## config.mk

```make
export PLATFORM = sky130hd
export DESIGN_NAME = int32_to_decimal_ascii
export DESIGN_NICKNAME = d
export VERILOG_FILES = /design/src/hw/rtl/i2a_pkg.sv /design/src/hw/rtl/int32_to_decimal_ascii.sv /design/src/hw/rtl/i2a_dabble.sv
export SDC_FILE = /design/constraint.sdc
export NUM_CORES = 1
export LEC_CHECK = 0
export BUFFER_PORTS_ARGS = -buffer_cell sky130_fd_sc_hd__buf_2
export CAP_MARGIN = 5
export CORE_UTILIZATION = 65
export DETAILED_ROUTE_END_ITERATION = 8
export PLACE_DENSITY = 0.86
export SLEW_MARGIN = 20
export SYNTH_ARGS = -nofsm -noshare
export SYNTH_HDL_FRONTEND = slang
export SYNTH_HIERARCHICAL = 1
export SYNTH_SLANG_ARGS = --single-unit
```

## constraint.sdc

```tcl
create_clock -name clk -period 7.84 [get_ports clk]
set_clock_uncertainty 0.15 [all_clocks]
set_input_delay 0.784 -clock clk [delete_from_list [all_inputs] [get_ports clk]]
set_output_delay 0.784 -clock clk [all_outputs]
set_load 0.03 [all_outputs]
```

## src/hw/rtl/i2a_pkg.sv

```systemverilog
// ----------------------------------------------------------------------------
// i2a_pkg
// shared constants and types for the binary to decimal text converter
// ----------------------------------------------------------------------------
package i2a_pkg;

  localparam int unsigned DIGIT_W = 4;
  localparam int unsigned CHAR_W  = 8;

  localparam logic [CHAR_W-1:0] ASCII_ZERO  = 8'd48;
  localparam logic [CHAR_W-1:0] ASCII_MINUS = 8'd45;

  typedef logic [DIGIT_W-1:0] digit_t;
  typedef logic [CHAR_W-1:0]  char_t;

  // commands from the sequencer to the conversion unit
  typedef struct packed {
    logic load;         // take a new magnitude and start conversion
    logic digit_shift;  // drop the top decimal digit
  } dab_ctl_t;

endpackage

```

## src/hw/rtl/int32_to_decimal_ascii.sv

```systemverilog
// ----------------------------------------------------------------------------
// int32_to_decimal_ascii
// binary value to decimal ascii text, most significant digit first
// ----------------------------------------------------------------------------
//
//  channel  dir  tdata                        tuser          tlast
//  s_axis   in   value[VALUE_WIDTH-1:0]       is_signed      -
//  m_axis   out  text_char[7:0]               -              last
//
// one item in gives 1 to NDIG+1 characters out ('-', then digits, no
// leading zeros). an item is accepted, converted by the bit-serial double
// dabble over its VALUE_WIDTH bits, then its NDIG decimal digit positions
// are shifted out, leading zeros dropped, after a minus if there is one.
// a new item is taken only once the last digit of the one before is registered.
// reset clears the sequencer and the output valid; a stall on m_axis holds
// the character register and holds the sequence at its next character.
// ----------------------------------------------------------------------------
module int32_to_decimal_ascii #(
  parameter int unsigned VALUE_WIDTH = 32
) (
  input  logic                                 clk,
  input  logic                                 rst,
  // item in
  input  logic                                 s_axis_tvalid,
  output logic                                 s_axis_tready,
  input  logic [((VALUE_WIDTH+7)/8)*8-1:0]     s_axis_tdata,   // value, zero fill
  input  logic [0:0]                           s_axis_tuser,   // is_signed
  // item out
  output logic                                 m_axis_tvalid,
  input  logic                                 m_axis_tready,
  output logic [7:0]                           m_axis_tdata,   // text_char
  output logic                                 m_axis_tlast    // last
);
  import i2a_pkg::*;

  // decimal digits needed for 2^VALUE_WIDTH - 1 (1233/4096 ~ log10 2)
  localparam int unsigned NDIG = (VALUE_WIDTH * 1233) / 4096 + 1;
  localparam int unsigned RW   = $clog2(NDIG + 1);

  localparam logic [1:0] ST_IDLE = 2'd0;
  localparam logic [1:0] ST_CONV = 2'd1;
  localparam logic [1:0] ST_EMIT = 2'd2;

  logic [1:0]             state;
  logic                   sign_pend;   // minus still to be sent
  logic                   started;     // first nonzero digit seen
  logic [RW-1:0]          remaining;   // digit positions left in the bcd register

  logic [VALUE_WIDTH-1:0] in_value;
  logic                   in_neg;
  logic [VALUE_WIDTH-1:0] in_mag;

  dab_ctl_t               dab_ctl;
  logic                   dab_busy;
  digit_t                 top_digit;

  logic                   out_free;
  logic                   s_accept;
  logic                   skip_zero;
  logic                   emit_digit;
  logic                   emit_sign;

  assign s_axis_tready = (state == ST_IDLE);
  assign s_accept      = s_axis_tvalid && s_axis_tready;

  // magnitude of the input; the most negative value wraps to its true magnitude
  assign in_value = s_axis_tdata[VALUE_WIDTH-1:0];
  assign in_neg   = s_axis_tuser[0] && in_value[VALUE_WIDTH-1];
  assign in_mag   = in_neg ? (~in_value + {{(VALUE_WIDTH-1){1'b0}}, 1'b1}) : in_value;

  // output register is free when empty or being taken this cycle
  assign out_free = !m_axis_tvalid || m_axis_tready;

  // emit sequence: sign first, then drop leading zeros, then digits
  assign emit_sign  = (state == ST_EMIT) && sign_pend && out_free;
  assign skip_zero  = (state == ST_EMIT) && !sign_pend && !started &&
                      (top_digit == '0) && (remaining > RW'(1));
  assign emit_digit = (state == ST_EMIT) && !sign_pend && !skip_zero && out_free;

  assign dab_ctl.load        = s_accept;
  assign dab_ctl.digit_shift = skip_zero || emit_digit;

  i2a_dabble #(
    .VALUE_WIDTH (VALUE_WIDTH),
    .NDIG        (NDIG)
  ) u_dabble (
    .clk        (clk),
    .rst        (rst),
    .ctl        (dab_ctl),
    .load_value (in_mag),
    .busy       (dab_busy),
    .top_digit  (top_digit)
  );

  // sequencer
  always_ff @(posedge clk) begin
    if (rst) begin
      state     <= ST_IDLE;
      sign_pend <= 1'b0;
      started   <= 1'b0;
      remaining <= '0;
    end else begin
      case (state)
        ST_IDLE: begin
          if (s_accept) begin
            state     <= ST_CONV;
            sign_pend <= in_neg;
            started   <= 1'b0;
            remaining <= RW'(NDIG);
          end
        end
        ST_CONV: begin
          if (!dab_busy) begin
            state <= ST_EMIT;
          end
        end
        ST_EMIT: begin
          if (emit_sign) begin
            sign_pend <= 1'b0;
          end
          if (skip_zero) begin
            remaining <= remaining - 1'b1;
          end
          if (emit_digit) begin
            started   <= 1'b1;
            remaining <= remaining - 1'b1;
            if (remaining == RW'(1)) begin
              state <= ST_IDLE;
            end
          end
        end
        default: begin
          state <= ST_IDLE;
        end
      endcase
    end
  end

  // output character register
  always_ff @(posedge clk) begin
    if (rst) begin
      m_axis_tvalid <= 1'b0;
    end else if (emit_sign || emit_digit) begin
      m_axis_tvalid <= 1'b1;
    end else if (m_axis_tready) begin
      m_axis_tvalid <= 1'b0;
    end
  end

  always_ff @(posedge clk) begin
    if (emit_sign) begin
      m_axis_tdata <= ASCII_MINUS;
      m_axis_tlast <= 1'b0;
    end else if (emit_digit) begin
      m_axis_tdata <= ASCII_ZERO + {{(CHAR_W-DIGIT_W){1'b0}}, top_digit};
      m_axis_tlast <= (remaining == RW'(1));
    end
  end

endmodule

```

## src/hw/rtl/i2a_dabble.sv

```systemverilog
// ----------------------------------------------------------------------------
// i2a_dabble
// bit-serial double dabble, one binary bit per cycle, then digit shift-out
// ----------------------------------------------------------------------------
module i2a_dabble #(
  parameter int unsigned VALUE_WIDTH = 32,
  parameter int unsigned NDIG        = 10
) (
  input  logic                   clk,
  input  logic                   rst,
  input  i2a_pkg::dab_ctl_t      ctl,
  input  logic [VALUE_WIDTH-1:0] load_value,
  output logic                   busy,
  output i2a_pkg::digit_t        top_digit
);
  import i2a_pkg::*;

  localparam int unsigned CW    = $clog2(VALUE_WIDTH + 1);
  localparam int unsigned BCD_W = NDIG * DIGIT_W;

  logic [VALUE_WIDTH-1:0] bin;
  logic [BCD_W-1:0]       bcd;
  logic [BCD_W-1:0]       bcd_adj;
  logic [CW-1:0]          count;

  // add 3 to every digit of 5 or more before the shift
  always_comb begin
    for (int i = 0; i < NDIG; i++) begin
      if (bcd[i*DIGIT_W +: DIGIT_W] >= 4'd5) begin
        bcd_adj[i*DIGIT_W +: DIGIT_W] = bcd[i*DIGIT_W +: DIGIT_W] + 4'd3;
      end else begin
        bcd_adj[i*DIGIT_W +: DIGIT_W] = bcd[i*DIGIT_W +: DIGIT_W];
      end
    end
  end

  always_ff @(posedge clk) begin
    if (rst) begin
      count <= '0;
    end else if (ctl.load) begin
      count <= CW'(VALUE_WIDTH);
    end else if (count != '0) begin
      count <= count - 1'b1;
    end
  end

  always_ff @(posedge clk) begin
    if (ctl.load) begin
      bin <= load_value;
      bcd <= '0;
    end else if (count != '0) begin
      bcd <= {bcd_adj[BCD_W-2:0], bin[VALUE_WIDTH-1]};
      bin <= {bin[VALUE_WIDTH-2:0], 1'b0};
    end else if (ctl.digit_shift) begin
      bcd <= {bcd[BCD_W-DIGIT_W-1:0], {DIGIT_W{1'b0}}};
    end
  end

  assign busy      = (count != '0);
  assign top_digit = bcd[BCD_W-1 -: DIGIT_W];

endmodule

```

### Word-level counts from Yosys, hierarchy flattened

Cells that the tools add are included.

* flip-flop bits (word level): 96
* word-level logic and storage cells: 109
* input bits: 37

* reduce and logical (&&, ||, !) cells: 29
* bitwise logic cells: 1
* order comparisons: 11
* equal/unequal tests: 9
* mux-type cells: 34
* add/subtract/negate cells: 14

Operators with widths (count)
* 32-bit two-way mux: 3
* 40-bit two-way mux: 2
* 4-bit two-way mux: 12
* 4-bit by 3-bit >= comparator with 1-bit output, second input constant: 10
* 4-bit by 2-bit adder with 4-bit output, second input constant: 9
* 32-bit by 1-bit adder with 32-bit output, second input constant: 1
* 32-bit inverter: 1
* 6-bit two-way mux: 2
* 1-bit logical AND: 10
* 3-bit AND reduction: 3
* 2-bit two-way mux: 4
* 4-bit case mux with 2 select lines: 1
* 2-bit nonzero test: 4
* 6-bit by 4-bit adder with 7-bit output, first input constant: 1
* 1-bit two-way mux: 6
* 2-bit inequality test, second input constant: 3
* 2-bit case mux with 3 select lines: 1
* 6-bit nonzero test: 1
* 6-bit by 1-bit subtractor with 6-bit output, second input constant: 1
* 4-bit by 1-bit equality test with 1-bit output, second input constant: 1
* 4-bit by 1-bit > comparator with 1-bit output, second input constant: 1
* 1-bit logical NOT: 4
* 4-bit logical NOT: 1
* 2-bit by 1-bit inequality test with 1-bit output, second input constant: 2
* other kinds (11): 14

### Logic depth before layout (Yosys ltp)

Gate-level depths: netlist of run 1.

* word-level depth: 11
* mapped depth: 10

### Modules after synthesis

Netlist of run 1, hierarchy kept.

Modules (own cells, without submodules)
* i2a_dabble: seq. area each 1881.8 um^2, area an instance 4307.9 um^2, cells each 399, instances 1
* int32_to_decimal_ascii: seq. area each 300.3 um^2, area an instance 1353.8 um^2, cells each 190, instances 1

### Least setup slack after synthesis of run 1

Ideal clock, no wire load.

* path kind: input to register
* from: in s_axis_tdata[20]
* to: reg u_dabble.bin[30] (data pin)
* arrival time: 2644 ps
* data required time: 7430 ps
* path slack: 4786 ps
* setup time: 260 ps
* stages on the path: 6
* buffers on the path: 0
* path through: or4_4 or4_4 or3_4 o41ai_2 xnor2_1 mux2_2

* cells in the longest elaborated chain, start to end: 4

Ends and longest elaborated chain
* start, declared: RTL line int32_to_decimal_ascii.sv:26 `input logic [((VALUE_WIDTH+7)/8)*8-1:0] s_axis_tdata,`
* 32-bit inverter: RTL line int32_to_decimal_ascii.sv:69 `assign in_mag = in_neg ? (~in_value + {{(VALUE_WIDTH-1){1'b0}}, 1'b1}) : in_value;`
* 32-bit by 1-bit adder with 32-bit output: RTL line int32_to_decimal_ascii.sv:69
* 32-bit two-way mux: RTL line int32_to_decimal_ascii.sv:69
* via in_mag[30]: RTL line int32_to_decimal_ascii.sv:51 `logic [VALUE_WIDTH-1:0] in_mag;`
* 32-bit two-way mux: RTL line i2a_dabble.sv:48 `if (ctl.load) begin`
* end signal, assigned: RTL line i2a_dabble.sv:49 `bin <= load_value;`
* end signal, assigned: RTL line i2a_dabble.sv:53 `bin <= {bin[VALUE_WIDTH-2:0], 1'b0};`
* end, declared: RTL line i2a_dabble.sv:21 `logic [VALUE_WIDTH-1:0] bin;`

The timed path passes the listed nets, and every way through them passes these cells.
A chain may end at the register's enable or synchronous reset.

### Final worst setup path of run 1

* from: reg u_dabble.count[0]
* to: reg state[1]

* cells in the longest elaborated chain, start to end: 3

Ends and longest elaborated chain
* start, declared: RTL line i2a_dabble.sv:24 `logic [CW-1:0] count;`
* start signal, assigned: RTL line i2a_dabble.sv:41 `count <= CW'(VALUE_WIDTH);`
* start signal, assigned: RTL line i2a_dabble.sv:43 `count <= count - 1'b1;`
* 6-bit nonzero test: RTL line i2a_dabble.sv:59 `assign busy = (count != '0);`
* via dab_busy: RTL line int32_to_decimal_ascii.sv:54 `logic dab_busy;`
* 2-bit inequality test (no line)
* 4-bit AND reduction (no line)
* end signal, assigned: RTL line int32_to_decimal_ascii.sv:114 `state <= ST_EMIT;`
* end signal, assigned: RTL line int32_to_decimal_ascii.sv:128 `state <= ST_IDLE;`
* end signal, assigned: RTL line int32_to_decimal_ascii.sv:133 `state <= ST_IDLE;`
* end, declared: RTL line int32_to_decimal_ascii.sv:44 `logic [1:0] state;`

The timed path passes the listed nets, and every way through them passes these cells.

==> out/qor.txt, run 1 <==
Clock Sinks = 93
Clock root cell = clkbuf_8
Post-synth ARST share = 0
CP startpoint kind = flip-flop
Unrepaired setup endpoints after global routing = no
# fillers = 584
Vias/cell = 6.10
Worst-path fanout max = 67
Largest net degree at the start of global routing = 78
Slew @ Worst Pin = 969 ps
Initial antenna violation count = 1
Via count = 4419
# setup viols final = 0
CP Class = reg2reg
# resized after CTS = 0
DR pass1 iterations = 5
Chip height = 95.3 µm
Final hold viol count = 0
EDFF count, synth = 32
Post-Layout Inst Area = 0.00606 mm²
MaxCap Viol Count = 0
Die area = 0.00909 mm²
Cell variety after synth = 50
Worst Hold Class = reg2reg
Final Instance Count excl. Fillers = 725
# rows = 33
Share of cells above drive strength 1 = 0.174
Cts bufs inserted = 9
DRT iter0 DRCs = 347
Fin crit share = 0.397
Fin Setup TNS = 0 ps
First-pass GRT wire length = 18900 µm
Postcts setup bufs = 0
Placed cell count = 708
Detail Route Antenna Nets = 0
Htree depth = 3
R2R depth = 9
Post-DP HPWL = 7680 µm
Leakage power = 2.36 nW
Syn avg cell area = 9.61 µm²
Remaining DRCs = 0
Pwr Total = 0.00247 W
Synth Instances = 589
Grt total ovfl = 0
Top Ports = 48
Core area = 0.00834 mm²
Arr. time, crit path = 3270 ps
Pwr Density = 407 mW/mm²
Top_reg_cell synth = dfxtp_1
Peak supply drop = 0.000193 V
Global placer's final weighted congestion = 0.889
Yosys warning count = 6
Synth-to-layout area growth = 7.09%
CTS hold repair buffers = 0
Mapped Area = 0.00566 mm²
Crit. End Element = flip-flop
Commonest non-fill, non-tap cell in the layout = dfxtp_1
FF-to-FF Start = u_dabble/count[0]$_SDFFE_PP0N_
Status = finished clean
Slew headroom = 0.346
CTS tree = done
FF-to-FF setup slack = 4730 ps
Fmax = 322 MHz
CTS max path bufs = 2
Worst EP required = 8000 ps
Die Width = 95.3 µm
Nets@finish = 675
Drt total wl = 11300 µm
Routed len/inst = 15.6 µm
Final-report max-slew violation count = 0
Most frequent cells in the layout = 61 x dfxtp_1, 46 x a21oi_1, 44 x buf_2, 40 x a211oi_1, 39 x nand2_1
R2R Path End = state[1]$_SDFFE_PP0P_
Worst Hold End = m_axis_tdata[4]$_SDFFE_PP0P_
Final core area utilization = 0.727
WHS Path Cells = 2
Area post-placement = 0.00586 mm²
Overall routing resource usage = 0.265
Clock latency on the worst-skew pair = 360 ps
Crit path time final = 3110 ps
Register area share after synthesis = 0.385
Reg clk slew, reported paths = 100 ps
Hold Crit Start = m_axis_tdata[4]$_SDFFE_PP0P_
Flip-flop and latch count after synthesis = 93
Port Buffers = 44
Vias in the first global route = 4190
Initial Util = 0.679
-- routing by layer --
| metal | global-route usage | share of wire | up-vias |
|---|---|---|---|
| met2 | 0.455 | 0.49 | 141 |
| met1 | 0.332 | 0.44 | 2075 |
| met5 | 0 | 0 | - |
| met4 | 0.0745 | 0.013 | 0 |
| li1 | - | - | 2187 |
| met3 | 0.0598 | 0.057 | 16 |
-- final cells by class --
cell class | instances | area [µm²] | area share
Clock inverter | 7 | 72.6 | 0.0120
Clock buffer | 9 | 124 | 0.0204
Antenna cell | 1 | 2.50 | 0.000413
Multi-Input combinational cell | 428 | 3170 | 0.523
Tap cell | 105 | 131 | 0.0217
Inverter | 34 | 128 | 0.0210
Timing Repair Buffer | 48 | 250 | 0.0413
Sequential cell | 93 | 2180 | 0.360
-- worst max-delay path, cell delays in order, from the launching register on --
cell and delay [ps]:
dfxtp_1 320, inv_1 90, ha_1 210, or3b_1 440, nor3_4 130, buf_4 560
inv_1 600, nor3b_1 350, a21oi_1 80, nor2_1 100
-- cell usage after synthesis, types with 2 or more instances --
cell / count / area, µm²
a211oi_1: 40 / 300
a211oi_2: 2 / 25.0
a21oi_1: 47 / 235
a31oi_1: 3 / 18.8
and2_1: 2 / 12.5
and3_1: 2 / 12.5
buf_1: 4 / 15.0
buf_2: 7 / 35.0
buf_4: 8 / 60.1
buf_6: 3 / 33.8
clkbuf_1: 12 / 45.0
conb_1: 2 / 7.51
dfxtp_1: 61 / 1220
edfxtp_1: 32 / 961
ha_1: 24 / 300
inv_1: 34 / 128
mux2_2: 32 / 360
mux2i_1: 33 / 330
nand2_1: 39 / 146
nand2b_1: 12 / 75.1
nand3_1: 10 / 50.1
nand4_1: 3 / 18.8
nor2_1: 29 / 109
nor2b_1: 3 / 18.8
nor3_1: 10 / 50.1
nor3b_1: 21 / 158
nor4_1: 9 / 56.3
o211a_1: 16 / 160
o21a_1: 9 / 67.6
o21ai_0: 17 / 85.1
o31ai_1: 4 / 30.0
or4_4: 2 / 22.5
xnor2_1: 24 / 210
xor2_1: 17 / 149
-- how the worst max path moves through the flow --
| stage | start | endpoint | cells past startpoint |
|---|---|---|---|
| 2_1_floorplan | s_axis_tdata[20] | u_dabble/bin[30]$_DFFE_PP_ | 6 |
| 3_3_place_gp | s_axis_tdata[20] | u_dabble/bin[30]$_DFFE_PP_ | 7 |
| 3_5_place_dp | s_axis_tdata[20] | u_dabble/bin[27]$_DFFE_PP_ | 7 |
| 4_1_cts | u_dabble/count[0]$_SDFFE_PP0N_ | state[1]$_SDFFE_PP0P_ | 9 |
| 5_1_grt | u_dabble/count[0]$_SDFFE_PP0N_ | state[1]$_SDFFE_PP0P_ | 9 |
| 6_report | u_dabble/count[0]$_SDFFE_PP0N_ | state[1]$_SDFFE_PP0P_ | 9 |
-- power breakdown --
| group | total (W) | internal [W] | switching (W) | leakage, nW |
|---|---|---|---|---|
| clock | 0.000323 | 0.000149 | 0.000174 | 0.104 |
| combinational | 0.00122 | 0.000537 | 0.000680 | 1.42 |
| sequential | 0.000926 | 0.000769 | 0.000157 | 0.835 |
| total | 0.00247 | 0.00145 | 0.00101 | 2.36 |
-- cells by family after synthesis --
logic type,count (synthesis),synth area share
simple gates,148,0.140
compound gates,147,0.178
flops,93,0.385
buf+inv,69,0.0568
mux,65,0.122
xor+xnor,41,0.0634
fa+ha+maj,24,0.0530
other cells,2,0.00133
-- registers in the layout, summed over array words and instances (netlist names) --
signal          flops
remaining           4
started             1
state               2
u_dabble/count      6
m_axis_tlast        1
m_axis_tdata        5
u_dabble/bcd       40
m_axis_tvalid       1
u_dabble/bin       32
sign_pend           1
-- through the flow --
step,worst slack [ps],hold WS (ps)
3_3_place_gp,4600,282
5_1_grt,4510,340
6_report,4730,302
4_1_cts,4750,306
3_5_place_dp,4540,291
2_1_floorplan,4790,287
(Power assumes the default switching activity.)
==> run 2: changes to the inputs <==
- CORE_UTILIZATION: 65 -> 55
- PLACE_DENSITY: 0.86 -> 0.77
- clock period: 7.84 -> 2.6 ns (I/O delays scaled with it)
==> run 2 against run 1 <==
Net effect:
- largest cell class unchanged
- final area increased by 3.9%
- non-clock buffer count increased by 18
- largest power group unchanged
- via count increased by 0.68%
- sequential cell count unchanged
==> out/qor.txt, run 2 (synthesis gave the netlist of run 1 again) <==
Max reg flops = 40
Status = finished clean
MaxCap Viol Count = 0
Share of cells above drive strength 1 = 0.199
Chip height = 103 µm
Most frequent cells in the layout = 61 x dfxtp_1, 46 x a21oi_1, 44 x buf_2, 40 x a211oi_1, 38 x nand2_1
Reg clk slew, reported paths = 110 ps
Detail Route Antenna Nets = 0
# rows = 36
CTS max path bufs = 2
Largest net degree at the start of global routing = 45
Die area = 0.0107 mm²
Overall routing resource usage = 0.232
Port Buffers = 44
Crit path time final = 2360 ps
Htree depth = 3
Remaining DRCs = 0
Post-DP HPWL = 8350 µm
Drt total wl = 11800 µm
Via count = 4449
# fillers = 804
Commonest non-fill, non-tap cell in the layout = dfxtp_1
Synth-to-layout area growth = 11.2%
Fin Setup TNS = 0 ps
Cts bufs inserted = 9
Die Width = 103 µm
DRT iter0 DRCs = 158
Peak supply drop = 0.000793 V
Grt total ovfl = 0
CP startpoint kind = flip-flop
Slew headroom = 0.543
Vias in the first global route = 4314
Final hold viol count = 0
CP Class = reg2reg
CTS tree = done
Core area = 0.00986 mm²
Initial antenna violation count = 1
Fin crit share = 0.906
# diodes = 0
First-pass GRT wire length = 19400 µm
Nets@finish = 693
Unrepaired setup endpoints after global routing = no
Setup WS post-layout = 244 ps
Fmax = 424 MHz
Clock latency on the worst-skew pair = 380 ps
Top reg by flops = u_dabble/bcd
Worst Hold Class = in2reg
Pwr Density = 1220 mW/mm²
Slew @ Worst Pin = 683 ps
Final-report max-slew violation count = 0
Arr. time, crit path = 2480 ps
Crit. End Element = flip-flop
Initial Util = 0.574
Leakage power = 2.47 nW
Placement Setup Slack = -102 ps
DR pass1 iterations = 4
Regs by FF count = u_dabble/bcd (40), u_dabble/bin (32), u_dabble/count (6)
Routed len/inst = 15.3 µm
Worst EP required = 2720 ps
Global placer's final weighted congestion = 0.845
Clock root cell = clkbuf_8
Vias/cell = 5.78
Top Ports = 48
Worst-path fanout max = 24
Clock Sinks = 93
# setup viols final = 0
-- run 2: final timing paths --
path / start / end / slack (ps) / depth (start not counted)
setup / recovery: u_dabble/bcd[36]$_SDFFE_PP0P_ / u_dabble/bcd[22]$_SDFFE_PP0P_ / 240 / 8
hold / removal: s_axis_tvalid / state[0]$_SDFFE_PP0P_ / 80 / 3
setup reg to reg: u_dabble/bcd[36]$_SDFFE_PP0P_ / u_dabble/bcd[22]$_SDFFE_PP0P_ / 240 / 8
hold reg to reg: m_axis_tdata[4]$_SDFFE_PP0P_ / m_axis_tdata[4]$_SDFFE_PP0P_ / 300 / 2
-- run 2: critical path, stage by stage (launching register included) --
cell and delay, ps:
dfxtp_1 370, nor4_1 380, o311ai_0 220, buf_4 200, a21oi_4 290, buf_12 220, mux2i_1 200, a21oi_1 90
o21a_1 120
-- run 2: report_power, final --
| group | internal [W] | switching [W] |
|---|---|---|
| clock network | 0.000430 | 0.000578 |
| registers | 0.00232 | 0.000480 |
| logic | 0.00177 | 0.00211 |
| total | 0.00452 | 0.00317 |
-- run 2: area by class of cell --
class / count / area [µm²] / area share
clock buffers: 10 / 149 / 0.0236
multi-input cells: 428 / 3180 / 0.505
inverters: 34 / 128 / 0.0203
repair buffers: 66 / 435 / 0.0691
well taps: 133 / 166 / 0.0264
flip-flops and latches: 93 / 2180 / 0.346
clock inverters: 6 / 57.6 / 0.00914
-- run 2: metal layers --
layer	track usage	vias up	wire length (µm)	share of wire
li1	-	2231	-	-
met3	0.0376	17	453	0.038
met4	0.0867	2	173	0.015
met1	0.295	2104	5530	0.47
met2	0.398	95	5620	0.48
met5	0	-	13	0.0011
-- run 2: timing repair --
action	4_1_cts	5_1_grt
setup endpoints to repair	0	1
hold buffers	0	0
resized for setup	0	0
buffers inserted	0	1
-- run 2: through the flow --
step                      hold WS [ps]  total power (W)   util  std cells  cell area, µm²
after floorplan                    179          0.00585      -        590            5680
after global placement             283          0.00647  0.617        753            6080
after detailed placement           292          0.00669  0.617        753            6080
after CTS                         63.7          0.00772  0.638        769            6290
after global routing              80.0          0.00826  0.639        770            6300
final                             75.9          0.00769  0.639        770            6300
